## config.mk

```make
export PLATFORM = sky130hd
export DESIGN_NAME = pqe_queue
export DESIGN_NICKNAME = d
export VERILOG_FILES = /design/src/design/pqe_pkg.sv /design/src/design/pqe_queue.sv
export SDC_FILE = /design/constraint.sdc
export NUM_CORES = 1
export LEC_CHECK = 0
export ABC_AREA = 0
export BUFFER_PORTS_ARGS = -buffer_cell sky130_fd_sc_hd__buf_2
export CAP_MARGIN = 20
export CORE_AREA = 2 2 344 210
export CTS_BUF_LIST = sky130_fd_sc_hd__clkbuf_4
export DETAILED_ROUTE_END_ITERATION = 12
export DIE_AREA = 0 0 346 212
export HOLD_SLACK_MARGIN = 0.08
export PLACE_DENSITY = 0.61
export SYNTH_ARGS = -nofsm -noshare
export SYNTH_HDL_FRONTEND = slang
export SYNTH_SLANG_ARGS = --single-unit
```

## constraint.sdc

```tcl
create_clock -name clk -period 16.7 [get_ports clk]
set_clock_uncertainty 0.05 [all_clocks]
set_input_delay 1.67 -clock clk [delete_from_list [all_inputs] [get_ports clk]]
set_output_delay 1.67 -clock clk [all_outputs]
set_load 0.01 [all_outputs]
```

## src/design/pqe_pkg.sv

```systemverilog
package pqe_pkg;

  localparam int INDEX_BITS_DEF = 24;
  localparam int FRAC_BITS_DEF  = 16;

  localparam int COORD_W   = 32;
  localparam int IDX_W     = 24;
  localparam int CFG_IDX_W = 1;
  localparam int CFG_W     = 32;

  localparam int QDEPTH = 4;
  localparam int QPTR_W = 2;

  localparam logic [CFG_IDX_W-1:0] REG_LINE_WIDTH  = 1'b0;
  localparam logic [CFG_IDX_W-1:0] REG_CLOSED_LOOP = 1'b1;

  localparam logic [CFG_W-1:0] LINE_WIDTH_RESET = 32'h0001_0000;

  typedef enum logic [2:0] {
    REC_VERTEX = 3'd0,
    REC_TRI    = 3'd1,
    REC_BMIN   = 3'd2,
    REC_BMAX   = 3'd3,
    REC_EMPTY  = 3'd4
  } rec_kind_t;

  typedef enum logic {
    JOB_SEG = 1'b0,
    JOB_FIN = 1'b1
  } job_kind_t;

  typedef struct packed {
    job_kind_t                  kind;
    logic signed [COORD_W-1:0]  x0;
    logic signed [COORD_W-1:0]  y0;
    logic signed [COORD_W-1:0]  z0;
    logic signed [COORD_W-1:0]  x1;
    logic signed [COORD_W-1:0]  y1;
    logic signed [COORD_W-1:0]  z1;
  } job_t;

  typedef enum logic [1:0] {
    F_IDLE,
    F_SEG,
    F_CLOSE,
    F_FIN
  } front_state_t;

  typedef enum logic [4:0] {
    B_IDLE,
    B_CHECK,
    B_NORM,
    B_SQ,
    B_SQRT,
    B_MUL,
    B_DINIT,
    B_DIV,
    B_OFS,
    B_V0,
    B_V1,
    B_V2,
    B_V3,
    B_T0,
    B_T1,
    B_FIN,
    B_BMAX
  } back_state_t;

endpackage

```

## src/design/pqe_queue.sv

```systemverilog
module pqe_queue (
  input  logic            clk,
  input  logic            rst,
  input  pqe_pkg::job_t   push_job,
  input  logic            push,
  output logic            push_ready,
  output pqe_pkg::job_t   head_job,
  output logic            head_valid,
  input  logic            pop
);

  pqe_pkg::job_t mem [pqe_pkg::QDEPTH];
  logic [pqe_pkg::QPTR_W-1:0] wr_ptr, rd_ptr;
  logic [pqe_pkg::QPTR_W:0]   count;

  assign push_ready = (count != (pqe_pkg::QPTR_W+1)'(pqe_pkg::QDEPTH));
  assign head_valid = (count != '0);
  assign head_job   = mem[rd_ptr];

  always_ff @(posedge clk) begin
    if (rst) begin
      wr_ptr <= '0;
      rd_ptr <= '0;
      count  <= '0;
    end else begin
      if (push) wr_ptr <= wr_ptr + 1'b1;
      if (pop)  rd_ptr <= rd_ptr + 1'b1;
      if (push && !pop) count <= count + 1'b1;
      else if (pop && !push) count <= count - 1'b1;
    end
    if (push) mem[wr_ptr] <= push_job;
  end

  a_no_overflow: assert property (@(posedge clk) disable iff (rst) push |-> push_ready)
    else $error("job pushed into full queue");
  a_no_underflow: assert property (@(posedge clk) disable iff (rst) pop |-> head_valid)
    else $error("job popped from empty queue");

endmodule

```

==> flow_summary.toml <==
[status]
status = "complete, no violations"

[clocking]
cts_made_buffers = 177
cts-resized-gates = 0
cts_root_buffer = "clkbuf_4"
cts.reportedPaths.clkPinSlew_ns = 0.07
numClockSinks = 781
ctsHoldBuffers = 0
post_cts_setup_repair_buffer_count = 0
clk_path_buf_depth = 3
clock_insertion_delay_worst_skew_ns = 0.95
tritoncts_clock_tree = "yes"
htree_levels = 4

[placement]
place.detailed.hpwl_um = 34300
port_buffers = 391
place.gp.congestion = 0.738
placedInstanceArea_sq_um = 31400

[global_routing]
grt_usage_pct = 15.9
maximum_number_of_pins_on_one_net_before_global_route_repair = 67
grt_overflow_total = 0
grt_antenna_before_repair = 16
grt_first_pass_wirelength_um = 85900
first_global_vias = 14100

[yosys]
cell_type_with_the_largest_total_area_after_synthesis = "edfxtp_1"
synthDistinctLibCells = 22
synthesis.area_per_instance_sq_um = 27.1
synth_top_area_share_pct = 81.3
post_synth_inst_count = 1053
synth.ff_latch_count = 781
asyncSetResetFlopFracSynth_pct = 0
synth_fp_nets = 1256
netlist_top_cells_area = "edfxtp_1, mux4_2, mux4_1"
synth-edff-count = 772
synth.cell_area_sq_um = 28500
synth_top_flop_cell = "edfxtp_1"
count_of_warnings_emitted_by_yosys = 0
synth.yosys.seq_area_share_pct = 81.9

[power_and_ir_drop]
totalPowerFinal_mw = 4.12
p_leak_nw = 11.4
reg_power_share_pct = 55.4
power_density_nw_per_um2 = 123
intPower_mw = 3.17
total_switching_power_uw = 949
p_clk_share_pct = 35.0
power.share.combinational_pct = 9.6
power.switching_fraction_pct = 23.1
irDropWorstVdd_uv = 63.6

[die]
pin_count = 392
core_area_sq_um = 70600
placement_rows = 76
initial_utilization_pct = 40.4
die_area_sq_um = 73400
dieWidth_um = 346
chipHeight_um = 212

[sta]
hold_ws_ns = 0.466
relSlewSlack_pct = 27.4
setup-tns-final_ns = 0
final_min_period_over_clock_period_pct = 35.3
maxSlewViolCount = 0
period_needed_ns = 5.90
report.final.hold_viol_count = 0
setup_viol = 0
setup_repair_after_global_routing_missed_its_margin = "false"
tightestPinTransition_ns = 1.09
max_freq_mhz = 170

[critical_path]
crit_path_max_incr_delay_ns = 0.82
crit_top_cell = "buf_4"
crit_path_cell_trace = "buf_4 > buf_4 > mux4_1 > buf_2"
worstSetupEndpointType = "output port"
critical-path-top-delay-family = "buffers and inverters"
crit_type = "reg2out"
timing.critical_path.from_type = "register"
critical_path.max_fanout = 48
worstPathArrival_ns = 4.18
critPathRequiredTime_ns = 14.98
buffers_and_inverters_on_the_worst_path = 3
critical_path.slowest_cell = "buf_4"

[drt]
drtIter0Drc = 919
post_detailed_route_wirelength_per_cell_um = 21.7
met3_routed_length_um = 4750
wl_met2_um = 28000
detailroute.via_count = 13300
wirelength_met1_um = 24100
detailedRoute.firstPassIterationCount = 5
detail_route.drc_violations = 0
viasPerCell = 4.97
top_layer_used = "met5"
aggregate_routed_wire_length_um = 57900
final_antenna_net_count = 0

[cells_and_area]
area.growth.synth_to_final_pct = 17.8
fin_nets = 1800
layout.cells.most_common = "edfxtp_1"
post_route_cells_drive_above_1_share_pct = 48.9
mostFrequentLayoutCells = "edfxtp_1, buf_2, clkbuf_4, mux4_2, mux4_1"
finish.utilization_pct = 47.6
final_area_sq_um = 33600

[run]
timing.max_cap.violations = 0

[hold_path]
hp-class = "reg2reg"
## cells by family after synthesis
group	count (synthesis)	synth area share, %
adders and majority gates	6	0.290
buffers and inverters	48	1.47
xor gates and xnor gates	5	0.154
DFF	781	81.9
and+or+nand+nor	16	0.263
AOI/OAI and AO/OA	2	0.0351
muxes	195	15.9
## worst reg2reg max path, delay by kind of cell (launching register included)
| kind | cells | cell delay [ns] |
|---|---|---|
| buffers and inverters | 3 | 1.79 |
| AND/OR/NAND/NOR | 1 | 0.70 |
| adder cells (fa/ha/maj) | 1 | 0.16 |
| flip-flops | 1 | 0.36 |
## flip-flops by register name, indices dropped and copies added, names as in the netlist, named ones only
signal and count:
count 3, mem 772, rd_ptr 2, wr_ptr 2
## power groups by stage
| stage | Clock, mW | Sequential, mW | Combinational [mW] |
|---|---|---|---|
| floorplan | 0 | 2.32 | 0.245 |
| global placement | 0 | 2.32 | 0.400 |
| detailed placement | 0 | 2.33 | 0.406 |
| CTS | 1.50 | 2.28 | 0.407 |
| global route | 1.60 | 2.29 | 0.426 |
| finish | 1.44 | 2.28 | 0.395 |
## path summary, 6_finish.rpt
kind | slack (ns) | end | startpoint | depth (start not counted)
setup reg to reg | 13.20 | mem[2][28] | wr_ptr[0] | 5
hold / removal | 0.47 | count[2] | count[2] | 2
setup / recovery | 10.80 | head_job[164] | register | 4
hold reg to reg | 0.47 | count[2] | count[2] | 2
## area by class of cell
cell class	count	area, sq um
fill	5891	37000
tap	936	1170
clock buffer	260	1950
clock inverter	37	210
inverter	4	15.0
multi-input combinational	224	4750
antenna	15	37.5
sequential	781	23400
timing repair buffer	409	2090
## metal layers
metal | GRT usage, % | vias up
li1 | - | 5836
met1 | 20.5 | 6879
met2 | 24.4 | 431
met3 | 6.62 | 91
met4 | 5.47 | 18
met5 | 0 | -
## stage by stage
step	instances	setup WS [ns]
after floorplan	1053	10.02
final	2666	10.80
after global routing	2660	10.24
after CTS	2651	10.44
after detailed placement	2354	11.60
after global placement	2354	11.63
## Yosys cell counts, types with 2 or more instances
library cell and n:
and2_1 4, buf_1 4, buf_12 7, buf_2 18, buf_6 12, clkbuf_1 2
dfxtp_1 9, edfxtp_1 772, ha_1 5, inv_1 4, mux2i_1 2, mux4_1 42
mux4_2 151, nand2_1 2, nor2_1 8, or3_1 2, xnor2_1 2, xor2_1 3
Note: power is estimated with default switching activity, not from simulation.
