==> config.mk <==
export PLATFORM = sky130hd
export DESIGN_NAME = pqe_front_flat
export DESIGN_NICKNAME = d
export VERILOG_FILES = /design/src/design/pqe_pkg.sv /design/src/design/pqe_ifs.sv /design/src/design/pqe_front.sv /design/src/flat_wrapper.sv
export SDC_FILE = /design/constraint.sdc
export NUM_CORES = 1
export LEC_CHECK = 0
export ABC_AREA = 1
export BUFFER_PORTS_ARGS = -buffer_cell sky130_fd_sc_hd__buf_4
export CORE_MARGIN = 3
export CORE_UTILIZATION = 57
export CTS_CLUSTER_SIZE = 30
export DETAILED_ROUTE_END_ITERATION = 8
export PLACE_DENSITY = 0.85
export SYNTH_ARGS = -nofsm -noshare
export SYNTH_HDL_FRONTEND = slang
export SYNTH_SLANG_ARGS = --single-unit
==> constraint.sdc <==
create_clock -name clk -period 12 [get_ports clk]
set_input_delay 2.4 -clock clk [delete_from_list [all_inputs] [get_ports clk]]
set_output_delay 2.4 -clock clk [all_outputs]
set_load 0.05 [all_outputs]
==> src/design/pqe_pkg.sv <==
package pqe_pkg;

  localparam int INDEX_BITS_DEF = 24;
  localparam int FRAC_BITS_DEF  = 16;

  localparam int COORD_W   = 32;
  localparam int IDX_W     = 24;
  localparam int CFG_IDX_W = 1;
  localparam int CFG_W     = 32;

  localparam int QDEPTH = 4;
  localparam int QPTR_W = 2;

  localparam logic [CFG_IDX_W-1:0] REG_LINE_WIDTH  = 1'b0;
  localparam logic [CFG_IDX_W-1:0] REG_CLOSED_LOOP = 1'b1;

  localparam logic [CFG_W-1:0] LINE_WIDTH_RESET = 32'h0001_0000;

  typedef enum logic [2:0] {
    REC_VERTEX = 3'd0,
    REC_TRI    = 3'd1,
    REC_BMIN   = 3'd2,
    REC_BMAX   = 3'd3,
    REC_EMPTY  = 3'd4
  } rec_kind_t;

  typedef enum logic {
    JOB_SEG = 1'b0,
    JOB_FIN = 1'b1
  } job_kind_t;

  typedef struct packed {
    job_kind_t                  kind;
    logic signed [COORD_W-1:0]  x0;
    logic signed [COORD_W-1:0]  y0;
    logic signed [COORD_W-1:0]  z0;
    logic signed [COORD_W-1:0]  x1;
    logic signed [COORD_W-1:0]  y1;
    logic signed [COORD_W-1:0]  z1;
  } job_t;

  typedef enum logic [1:0] {
    F_IDLE,
    F_SEG,
    F_CLOSE,
    F_FIN
  } front_state_t;

  typedef enum logic [4:0] {
    B_IDLE,
    B_CHECK,
    B_NORM,
    B_SQ,
    B_SQRT,
    B_MUL,
    B_DINIT,
    B_DIV,
    B_OFS,
    B_V0,
    B_V1,
    B_V2,
    B_V3,
    B_T0,
    B_T1,
    B_FIN,
    B_BMAX
  } back_state_t;

endpackage

==> src/design/pqe_ifs.sv <==
interface pqe_pt_if;
  logic                                 valid;
  logic                                 ready;
  logic signed [pqe_pkg::COORD_W-1:0]   point_x;
  logic signed [pqe_pkg::COORD_W-1:0]   point_y;
  logic signed [pqe_pkg::COORD_W-1:0]   point_z;
  logic                                 end_of_line;

  modport source (output valid, point_x, point_y, point_z, end_of_line, input ready);
  modport sink   (input valid, point_x, point_y, point_z, end_of_line, output ready);
endinterface


==> src/design/pqe_front.sv <==
module pqe_front (
  input  logic            clk,
  input  logic            rst,
  pqe_pt_if.sink          pt,
  input  logic            closed_loop,
  output pqe_pkg::job_t   push_job,
  output logic            push_valid,
  input  logic            push_ready
);

  pqe_pkg::front_state_t state, state_next;

  logic signed [pqe_pkg::COORD_W-1:0] first_x, first_y, first_z;
  logic signed [pqe_pkg::COORD_W-1:0] prev_x, prev_y, prev_z;
  logic signed [pqe_pkg::COORD_W-1:0] seg_x, seg_y, seg_z;
  logic have_prev;
  logic eol_r;
  logic close_r;
  logic accept;

  assign pt.ready = (state == pqe_pkg::F_IDLE);
  assign accept   = pt.valid && pt.ready;

  always_comb begin
    state_next = state;
    case (state)
      pqe_pkg::F_IDLE: begin
        if (accept) begin
          if (have_prev) state_next = pqe_pkg::F_SEG;
          else if (pt.end_of_line)
            state_next = closed_loop ? pqe_pkg::F_CLOSE : pqe_pkg::F_FIN;
        end
      end
      pqe_pkg::F_SEG: begin
        if (push_ready) begin
          if (!eol_r) state_next = pqe_pkg::F_IDLE;
          else state_next = close_r ? pqe_pkg::F_CLOSE : pqe_pkg::F_FIN;
        end
      end
      pqe_pkg::F_CLOSE: if (push_ready) state_next = pqe_pkg::F_FIN;
      pqe_pkg::F_FIN:   if (push_ready) state_next = pqe_pkg::F_IDLE;
      default:          state_next = pqe_pkg::F_IDLE;
    endcase
  end

  always_comb begin
    push_valid = (state != pqe_pkg::F_IDLE);
    push_job   = '0;
    case (state)
      pqe_pkg::F_SEG: begin
        push_job.kind = pqe_pkg::JOB_SEG;
        push_job.x0 = seg_x;  push_job.y0 = seg_y;  push_job.z0 = seg_z;
        push_job.x1 = prev_x; push_job.y1 = prev_y; push_job.z1 = prev_z;
      end
      pqe_pkg::F_CLOSE: begin
        push_job.kind = pqe_pkg::JOB_SEG;
        push_job.x0 = prev_x;  push_job.y0 = prev_y;  push_job.z0 = prev_z;
        push_job.x1 = first_x; push_job.y1 = first_y; push_job.z1 = first_z;
      end
      pqe_pkg::F_FIN: push_job.kind = pqe_pkg::JOB_FIN;
      default: push_job = '0;
    endcase
  end

  always_ff @(posedge clk) begin
    if (rst) begin
      state     <= pqe_pkg::F_IDLE;
      have_prev <= 1'b0;
    end else begin
      state <= state_next;
      if (accept) have_prev <= !pt.end_of_line;
    end
    if (accept) begin
      seg_x   <= prev_x;
      seg_y   <= prev_y;
      seg_z   <= prev_z;
      prev_x  <= pt.point_x;
      prev_y  <= pt.point_y;
      prev_z  <= pt.point_z;
      eol_r   <= pt.end_of_line;
      close_r <= closed_loop;
      if (!have_prev) begin
        first_x <= pt.point_x;
        first_y <= pt.point_y;
        first_z <= pt.point_z;
      end
    end
  end

endmodule

==> src/flat_wrapper.sv <==
// flat-port wrapper written by rule: the top's interface ports become plain ports
module pqe_front_flat 
  (clk, rst, closed_loop, push_job, push_valid, push_ready, pt_valid, pt_point_x, pt_point_y, pt_point_z, pt_end_of_line, pt_ready);
  pqe_pt_if pt_i ();
  input  logic clk;
  input  logic rst;
  input  logic closed_loop;
  output pqe_pkg::job_t push_job;
  output logic push_valid;
  input  logic push_ready;
  input wire logic [$bits(pt_i.valid)-1:0] pt_valid;
  input wire logic [$bits(pt_i.point_x)-1:0] pt_point_x;
  input wire logic [$bits(pt_i.point_y)-1:0] pt_point_y;
  input wire logic [$bits(pt_i.point_z)-1:0] pt_point_z;
  input wire logic [$bits(pt_i.end_of_line)-1:0] pt_end_of_line;
  output wire logic [$bits(pt_i.ready)-1:0] pt_ready;
  assign pt_i.valid = pt_valid;
  assign pt_i.point_x = pt_point_x;
  assign pt_i.point_y = pt_point_y;
  assign pt_i.point_z = pt_point_z;
  assign pt_i.end_of_line = pt_end_of_line;
  assign pt_ready = pt_i.ready;
  pqe_front u_core (.clk(clk), .rst(rst), .pt(pt_i), .closed_loop(closed_loop), .push_job(push_job), .push_valid(push_valid), .push_ready(push_ready));
endmodule
==> flow_summary.json, run 1 <==
{
  "drv_slew": 0,
  "hold_slack_ns": 0.464,
  "synth_cell_types": 14,
  "grt_pass1_wl_um": 40800,
  "syn_area_um2": 11800,
  "first_pass_iters": 5,
  "hpwlAfterDp_um": 16900,
  "core-area_um2": 20300,
  "cp-start-kind": "flop",
  "p_per_area_nw_per_um2": 302,
  "postLayoutCoreUtil": 0.736,
  "fin_worst_skew_ns": 0.0178,
  "slew-limit-headroom": 0.236,
  "max_freq_ghz": 0.169,
  "ys_warn_count": 0,
  "cp_cell_sequence": "inv_1, ha_4, buf_4, nand2_1, a21oi_1, buf_4",
  "status": "complete, no violations",
  "clk_latency_ns": 0.53,
  "synth_top_area_share": 0.736,
  "grtUsageTotal": 0.230,
  "routabilityCongestion": 0.819,
  "crit_type": "reg -> out",
  "slowest_stage": "buf_4",
  "cpPeakStageDelay_ns": 0.96,
  "area_delta_synth_final_pct": 26.3,
  "post-route-period-util": 0.494,
  "io_pins": 297,
  "layout_min_cycle_time_ns": 5.93,
  "rows": 52,
  "overflow": 0,
  "avgSynthCellArea_um2": 12.1,
  "hold_viol_final": 0,
  "start_util": 0.583,
  "tightestPinTransition_ns": 1.15,
  "drv_cap": 0,
  "clkTransAtPathRegs_ns": 0.06,
  "finalSetupTns_ns": 0,
  "cts_tree": "done",
  "path_common_cell": "buf_4",
  "ir_worst_vdd_mv": 0.320,
  "cts-hold-fix-buffers": 0,
  "cp_data_arrival_time_ns": 3.53,
  "rsz0062_at_grt": "false",
  "hold_path_class": "reg -> reg",
  "antenna_left": 0,
  "ys_top_cells_by_area": "edfxtp_1, nand2_1, a21oi_1",
  "final_common_cell": "nand2_1",
  "portBuffers": 296,
  "syn_inst": 974,
  "synth-seq-area-share": 0.741,
  "worstPathRequired_ns": 9.60,
  "die_x_um": 150,
  "worst-path-buf-inv": 3,
  "syn_nets": 1082,
  "setup_violations": 0,
  "antennaDiodeCount": 0,
  "post_drt_via_cell_ratio": 5.34,
  "cp-end-kind": "primary output",
  "grt_max_degree": 112,
  "cts_made_buffers": 29,
  "drt-initial-drc-count": 702,
  "synth_seq_cells": 293,
  "cts_buffer_depth": 3,
  "cts.sinks": 293,
  "dieArea_um2": 22500,
  "synth_top_area_cell": "edfxtp_1",
  "cts-root-buf": "clkbuf_16",
  "vias": 8196,
  "fp.dieH_um": 150,
  "cts_resized": 0,
  "cts_max_level": 1,
  "grt_antenna_before_repair": 0,
  "drive_above_1_share": 0.275,
  "fillers": 1347,
  "wl_um": 27300,
  "layout_common_cells": "nand2_1, buf_4, edfxtp_1",
  "first_global_vias": 7716,
  "cp_top_family": "buffers and inverters",
  "cp_max_fo": 111,
  "leakage_nw": 5.49,
  "postCtsSetupRepairBufs": 0,
  "drc": 0,
  "avgRoutedWirePerCell_um": 17.8,
  "finalNetCount": 1351
}
-- Yosys cell counts, drive strengths merged --
cell type	n
nand2	397
edfxtp	290
a21oi	193
buf	60
inv	9
nor2	8
ha	6
clkbuf	4
dfxtp	3
o21ai	2
a22oi	1
and3	1
-- state kept, by name (all words and copies together), names as in the netlist, 2 cells and up --
register	cells
u_core.first_z	32
u_core.seg_x	32
u_core.first_x	32
u_core.prev_y	32
u_core.first_y	32
u_core.prev_x	32
u_core.prev_z	32
u_core.seg_y	32
u_core.seg_z	32
u_core.state	2
-- metal layers --
metal,vias up,GRT usage,part of all wire
li1,3917,-,-
met1,3863,0.301,0.38
met2,355,0.381,0.50
met3,61,0.0460,0.080
met4,0,0.0919,0.039
met5,-,0,0
-- worst register-to-register path: stages (launching register included) --
cell     delay [ns]
dfxtp_1        0.35
inv_1          0.20
ha_1           0.34
nand2_1        0.24
inv_8          0.58
buf_4          1.04
-- logic make-up after synthesis --
kind of cell             Yosys count  synth area share
buffers and inverters             73            0.0403
adder cells (fa/ha/maj)            6           0.00635
flip-flops                       293             0.741
AND/OR/NAND/NOR                  406             0.129
AO/OA/AOI/OAI                    196            0.0831
-- stage by stage --
stage | total power, mW | instances | worst slack, ns | area [um^2]
after floorplan | 3.15 | 974 | 4.97 | 11800
after detailed placement | 3.67 | 1482 | 6.67 | 14000
after CTS | 4.54 | 1534 | 6.04 | 14900
after global placement | 3.64 | 1482 | 6.70 | 14000
final | 4.51 | 1534 | 6.07 | 14900
after global routing | 4.72 | 1534 | 5.78 | 14900
-- path summary, 6_finish.rpt --
| path | start | end | slack, ns | cells after the start |
|---|---|---|---|---|
| hold reg to reg | u_core.prev_z[4] | u_core.seg_z[4] | 0.46 | 0 |
| setup / recovery | u_core.state[1] | push_job[74] | 6.07 | 6 |
| setup reg to reg | u_core.state[0] | u_core.prev_y[22] | 8.83 | 5 |
| hold / removal | u_core.prev_z[4] | u_core.seg_z[4] | 0.46 | 0 |
-- power by group --
group	internal, mW	switching (mW)	total (mW)	leakage, nW
Sequential	1.44	0.0859	1.53	2.76
Combinational	0.483	1.64	2.12	2.29
Clock	0.505	0.356	0.861	0.440
Total	2.43	2.08	4.51	5.49
-- layout make-up --
| cell class | count | area [um^2] | share of cell area |
|---|---|---|---|
| sequential | 293 | 8770 | 0.587 |
| multi-input combinational | 608 | 2620 | 0.175 |
| timing repair buffer | 302 | 2270 | 0.152 |
| clock buffer | 35 | 748 | 0.0501 |
| tap | 270 | 338 | 0.0226 |
| clock inverter | 17 | 158 | 0.0106 |
| inverter | 9 | 46.3 | 0.00310 |
(Power assumes the default switching activity.)
==> run 2, diff against run 1 <==
--- a/config.mk
+++ b/config.mk
@@ -8,10 +8,10 @@
 export ABC_AREA = 1
 export BUFFER_PORTS_ARGS = -buffer_cell sky130_fd_sc_hd__buf_4
 export CORE_MARGIN = 3
-export CORE_UTILIZATION = 57
+export CORE_UTILIZATION = 48
 export CTS_CLUSTER_SIZE = 30
 export DETAILED_ROUTE_END_ITERATION = 8
-export PLACE_DENSITY = 0.85
+export PLACE_DENSITY = 0.76
 export SYNTH_ARGS = -nofsm -noshare
 export SYNTH_HDL_FRONTEND = slang
 export SYNTH_SLANG_ARGS = --single-unit
==> constraint.sdc (replaced) <==
create_clock -name clk -period 5.2 [get_ports clk]
set_input_delay 1.04 -clock clk [delete_from_list [all_inputs] [get_ports clk]]
set_output_delay 1.04 -clock clk [all_outputs]
set_load 0.05 [all_outputs]
==> run 2 against run 1 <==
Wire length grew 1.5%; largest power group unchanged; sequential share of layout area shrank 0.39 points; die area grew 18%; highest routed layer is now met5; total power grew 130%; non-clock buffer count grew 7; sequential cell count is the same; cell area grew 0.67%; register-to-register slack lost 6.0 ns.
==> flow_summary.json, run 2 (synthesis gave the netlist of run 1 again) <==
{
  "io_pins": 297,
  "worstPathRequired_ns": 4.16,
  "area_delta_synth_final_pct": 27.2,
  "antenna_left": 0,
  "instances_no_fill": 1587,
  "pwr-share-seq": 0.338,
  "crit_type": "reg -> out",
  "post-route-period-util": 0.765,
  "hpwlAfterDp_um": 17500,
  "p_per_area_nw_per_um2": 692,
  "drc": 0,
  "register_area_um2": 8770,
  "cts_made_buffers": 30,
  "final_common_cell": "nand2_1",
  "status": "complete, no violations",
  "cts-root-buf": "clkbuf_16",
  "rows": 56,
  "cp_cell_sequence": "inv_1, ha_4, buf_4, nand2_1, a21oi_1, buf_4",
  "leakage_nw": 5.51,
  "drv_slew": 0,
  "post_drt_via_cell_ratio": 5.15,
  "setup_slack_ns": 1.22,
  "routabilityCongestion": 0.782,
  "drt-initial-drc-count": 613,
  "ir_worst_vdd_mv": 0.478,
  "layout_common_cells": "nand2_1, buf_4, edfxtp_1",
  "finalSetupTns_ns": 0,
  "clkTransAtPathRegs_ns": 0.06,
  "slew-limit-headroom": 0.294,
  "first_pass_iters": 4,
  "drv_cap": 0,
  "cp_max_fo": 79,
  "hold_viol_final": 0,
  "max_freq_ghz": 0.251,
  "cts_resized": 0,
  "overflow": 0,
  "cpPeakStageDelay_ns": 0.78,
  "avgRoutedWirePerCell_um": 17.4,
  "fillers": 1856,
  "dieArea_um2": 26600,
  "layout_min_cycle_time_ns": 3.98,
  "cts.sinks": 293,
  "clock_power_share": 0.186,
  "clk_latency_ns": 0.53,
  "p_sw_frac": 0.462,
  "cts_tree": "done",
  "drive_above_1_share": 0.274,
  "cp-end-kind": "primary output",
  "die_x_um": 163,
  "cts_max_level": 1,
  "core-area_um2": 23800,
  "setup_violations": 0,
  "cp_data_arrival_time_ns": 2.94,
  "multi_input_area_um2": 2620,
  "wl_um": 27700,
  "start_util": 0.497,
  "antennaDiodeCount": 0,
  "cts-hold-fix-buffers": 0,
  "path_common_cell": "buf_4",
  "finalNetCount": 1359,
  "p_switching_mw": 4.81,
  "postCtsSetupRepairBufs": 0,
  "vias": 8179,
  "combPwrFrac": 0.476,
  "grt_pass1_wl_um": 42400,
  "slowest_stage": "ha_4",
  "first_global_vias": 8083,
  "cp-start-kind": "flop",
  "cts_buffer_depth": 3,
  "portBuffers": 296,
  "grtUsageTotal": 0.200,
  "post-place-ws_ns": 1.77,
  "grt_antenna_before_repair": 2,
  "fp.dieH_um": 163,
  "grt_max_degree": 94,
  "rsz0062_at_grt": "false",
  "place_inst": 1538,
  "hold_path_class": "reg -> reg",
  "tightestPinTransition_ns": 1.06,
  "postLayoutCoreUtil": 0.631,
  "cellInternalPower_mw": 5.60,
  "finalPower_mw": 10.4,
  "fin_worst_skew_ns": 0.00694
}
[run 2: cell types whose count changed in the layout (fill, tap and decap cells not counted)]
cell / previous run / this run
clkinv_2: 6 / 1
clkinvlp_4: 2 / 1
clkbuf_1: 6 / 8
inv_8: 1 / 0
clkinv_1: 6 / 8
buf_12: 0 / 2
bufinv_16: 3 / 1
buf_4: 302 / 307
clkbuf_16: 29 / 31
[run 2: through the flow]
stage,hold WS (ns),area [um^2]
final,0.469,15000
after global placement,0.452,14200
after detailed placement,0.460,14200
after floorplan,0.450,11800
after CTS,0.470,15000
after global routing,0.481,15000
[run 2: worst paths after layout]
| kind | start | to | slack (ns) | cells past startpoint |
|---|---|---|---|---|
| worst max-delay path | u_core.state[0] | push_job[93] | 1.22 | 6 |
| worst min-delay path | u_core.prev_z[12] | u_core.seg_z[12] | 0.47 | 0 |
| worst max register to register | u_core.state[0] | u_core.prev_z[9] | 2.86 | 5 |
| worst min register to register | u_core.prev_z[12] | u_core.seg_z[12] | 0.47 | 0 |
[run 2: area by class of cell]
cell class / count / area share
flip-flops and latches: 293 / 0.583
multi-input cells: 608 / 0.174
repair buffers: 309 / 0.156
inverters: 9 / 0.00283
well taps: 319 / 0.0265
clock buffers: 39 / 0.0536
clock inverters: 10 / 0.00433
[run 2: routing by layer]
layer / global-route usage / routed length [um]
met5: 0 / 27
met4: 0.0654 / 875
met3: 0.0445 / 2090
met2: 0.345 / 14000
met1: 0.251 / 10700
[run 2: critical path, delay by kind of cell, from the launching register on]
family,cells,cell delay (ns)
AO/OA/AOI/OAI,1,0.22
adder cells (fa/ha/maj),1,0.78
buffers and inverters,3,0.93
flip-flops,1,0.35
AND/OR/NAND/NOR,1,0.10
[run 2: power by group through the flow]
stage	combinational [mW]	clock, mW	sequential (mW)
floorplan	3.66	0	3.56
global placement	4.97	0	3.53
detailed placement	4.99	0	3.56
CTS	5.00	1.99	3.51
global route	5.28	2.08	3.57
finish	4.96	1.94	3.51
==> run 3, diff against run 2 <==
--- a/config.mk
+++ b/config.mk
@@ -5,13 +5,13 @@
 export SDC_FILE = /design/constraint.sdc
 export NUM_CORES = 1
 export LEC_CHECK = 0
-export ABC_AREA = 1
+export ABC_AREA = 0
 export BUFFER_PORTS_ARGS = -buffer_cell sky130_fd_sc_hd__buf_4
 export CORE_MARGIN = 3
-export CORE_UTILIZATION = 48
+export CORE_UTILIZATION = 53
 export CTS_CLUSTER_SIZE = 30
 export DETAILED_ROUTE_END_ITERATION = 8
-export PLACE_DENSITY = 0.76
+export PLACE_DENSITY = 0.8
 export SYNTH_ARGS = -nofsm -noshare
 export SYNTH_HDL_FRONTEND = slang
 export SYNTH_SLANG_ARGS = --single-unit
==> constraint.sdc (replaced) <==
create_clock -name clk -period 3.94 [get_ports clk]
set_input_delay 0.788 -clock clk [delete_from_list [all_inputs] [get_ports clk]]
set_output_delay 0.788 -clock clk [all_outputs]
set_load 0.05 [all_outputs]
==> run 3 against run 2 <==
Wire length shrank 1.8%; register-to-register slack worse by 1.2 ns; via count shrank 6.0%; worst setup slack worse by 0.73 ns; sequential power up 35%; synthesized cell count shrank 21%; hold slack worse by 0.042 ns; utilization increased by 6.8 points; critical path type unchanged.
==> flow_summary.json, run 3 <==
{
  "status": "complete, no violations",
  "die_x_um": 156,
  "cpPeakStageDelay_ns": 0.51,
  "cp_data_arrival_time_ns": 2.66,
  "grt_antenna_before_repair": 1,
  "synth-seq-area-share": 0.737,
  "clkTransAtPathRegs_ns": 0.06,
  "instances_no_fill": 1346,
  "rsz0062_at_grt": "false",
  "cp-end-kind": "primary output",
  "p_per_area_nw_per_um2": 781,
  "layout_min_cycle_time_ns": 3.45,
  "ys_warn_count": 0,
  "start_util": 0.542,
  "cts_tree": "done",
  "final_cell_area_um2": 15400,
  "drc": 0,
  "hpwlAfterDp_um": 17000,
  "path_common_cell": "buf_4",
  "cp-start-kind": "flop",
  "cts_resized": 0,
  "syn_inst": 767,
  "leakage_nw": 5.47,
  "synth_cell_types": 22,
  "portBuffers": 296,
  "cts_max_level": 1,
  "ys_top_cells_by_area": "edfxtp_1, a22oi_1, nor2b_1",
  "routabilityCongestion": 0.779,
  "cts_made_buffers": 30,
  "synth_top_area_cell": "edfxtp_1",
  "tightestPinTransition_ns": 1.08,
  "vias": 7689,
  "drt-initial-drc-count": 595,
  "syn_nets": 875,
  "place_inst": 1291,
  "final_common_cell": "buf_4",
  "drive_above_1_share": 0.335,
  "postCtsSetupRepairBufs": 0,
  "layout_common_cells": "buf_4, edfxtp_1, nor2b_1",
  "ys_async_sr_fraction": 0,
  "setup_violations": 0,
  "yosys.cell_count.top_type": "edfxtp_1",
  "cp_top_family": "buffers and inverters",
  "grt_max_degree": 197,
  "hold_viol_final": 0,
  "synth_fa_ha_area_frac": 0.00631,
  "synth_seq_cells": 293,
  "post_drt_via_cell_ratio": 5.71,
  "core-area_um2": 22000,
  "crit_type": "reg -> out",
  "io_pins": 297,
  "synth-compound-area-share": 0.125,
  "clk_latency_ns": 0.54,
  "fp.dieH_um": 156,
  "wl_um": 27200,
  "slew-limit-headroom": 0.280,
  "finalNetCount": 1151,
  "synth_edf_count": 290,
  "drv_slew": 0,
  "finalPower_mw": 12.0,
  "synth_simple_gate_area_frac": 0.106,
  "cp_cell_sequence": "inv_1, ha_4, buf_4, a22oi_1, nor2b_1, buf_4",
  "rows": 54,
  "first_global_vias": 7548,
  "worst-path-buf-inv": 3,
  "slowest_stage": "ha_4",
  "synth_common_cells": "edfxtp_1, nor2b_1, a22oi_1, clkbuf_1, buf_2",
  "cts_buffer_depth": 3,
  "max_freq_ghz": 0.290,
  "cts.sinks": 293,
  "cp_max_fo": 45,
  "fillers": 1450,
  "fin_worst_skew_ns": 0.0163,
  "syn_area_um2": 11900,
  "drv_cap": 0,
  "ir_worst_vdd_mv": 0.522,
  "synth_top_area_share": 0.732,
  "hold_path_class": "in -> reg",
  "antennaDiodeCount": 0,
  "place_area_um2": 14400,
  "avgSynthCellArea_um2": 15.5,
  "area_delta_synth_final_pct": 29.2,
  "avgRoutedWirePerCell_um": 20.2,
  "grtUsageTotal": 0.212,
  "dieArea_um2": 24300,
  "cts-hold-fix-buffers": 0,
  "post-route-period-util": 0.875,
  "synth_top_flop_cell": "edfxtp_1",
  "overflow": 0,
  "antenna_left": 0,
  "synthMuxAreaShare": 0.00168,
  "grt_pass1_wl_um": 41100,
  "synthXorXnorAreaFrac": 0,
  "hold_slack_ns": 0.427,
  "first_pass_iters": 5,
  "worstPathRequired_ns": 3.15,
  "cts-root-buf": "clkbuf_16",
  "synth_top_family_by_area": "compound AO/OA/AOI/OAI gates"
}
-- run 3: cell count changes in the layout (fill, tap and decap cells not counted), moves of 4 or more --
cell,delta
nand2_1,-396
a21oi_1,-193
nor2b_1,+193
a22oi_1,+191
nor2_1,-5
clkbuf_1,-4
clkinv_2,+4
inv_1,-4
-- run 3: cells by family (layout without fill, tap and decap cells) --
logic type | count (synthesis) | after routing
flip-flops | 293 | 293
AND/OR/NAND/NOR | 202 | 202
AO/OA/AOI/OAI | 197 | 197
buffers and inverters | 67 | 366
adder cells (fa/ha/maj) | 6 | 6
multiplexers | 2 | 2
-- run 3: final cells by class --
type / instances / area, um^2 / area share
Clock buffer: 35 / 791 / 0.0515
Clock inverter: 20 / 204 / 0.0133
Inverter: 3 / 11.3 / 0.000733
Multi-Input combinational cell: 407 / 2880 / 0.187
Sequential cell: 293 / 8770 / 0.571
Tap cell: 280 / 350 / 0.0228
Timing Repair Buffer: 308 / 2360 / 0.154
-- run 3: worst paths after layout --
path	to	cells past startpoint	slack (ns)	from
worst max-delay path	push_job[71]	6	0.49	u_core.state[1]
worst min-delay path	u_core.first_y[24]	1	0.43	pt_point_y[24]
worst max register to register	u_core.seg_z[20]	4	1.71	u_core.state[0]
worst min register to register	u_core.seg_z[0]	0	0.48	u_core.prev_z[0]
-- run 3: metrics by stage --
stage / worst slack (ns) / TNS, ns / util
finish: 0.491 / 0 / 0.700
global route: 0.335 / 0 / 0.700
CTS: 0.455 / 0 / 0.700
detailed placement: 1.06 / 0 / 0.655
global placement: 1.12 / 0 / 0.655
floorplan: -1.45 / -138.84 / -
-- run 3: layer usage --
| layer | wire [um] | global-route usage | share of wire |
|---|---|---|---|
| met1 | 10700 | 0.283 | 0.40 |
| met2 | 13000 | 0.341 | 0.48 |
| met3 | 2430 | 0.0574 | 0.089 |
| met4 | 969 | 0.0702 | 0.036 |
| met5 | 7 | 0 | 0.00026 |
-- run 3: where the power goes --
group / total, mW / internal, mW / leakage [nW] / switching (mW)
registers: 4.75 / 4.42 / 2.78 / 0.333
logic: 4.43 / 1.44 / 2.21 / 3.00
clock network: 2.81 / 1.69 / 0.482 / 1.12
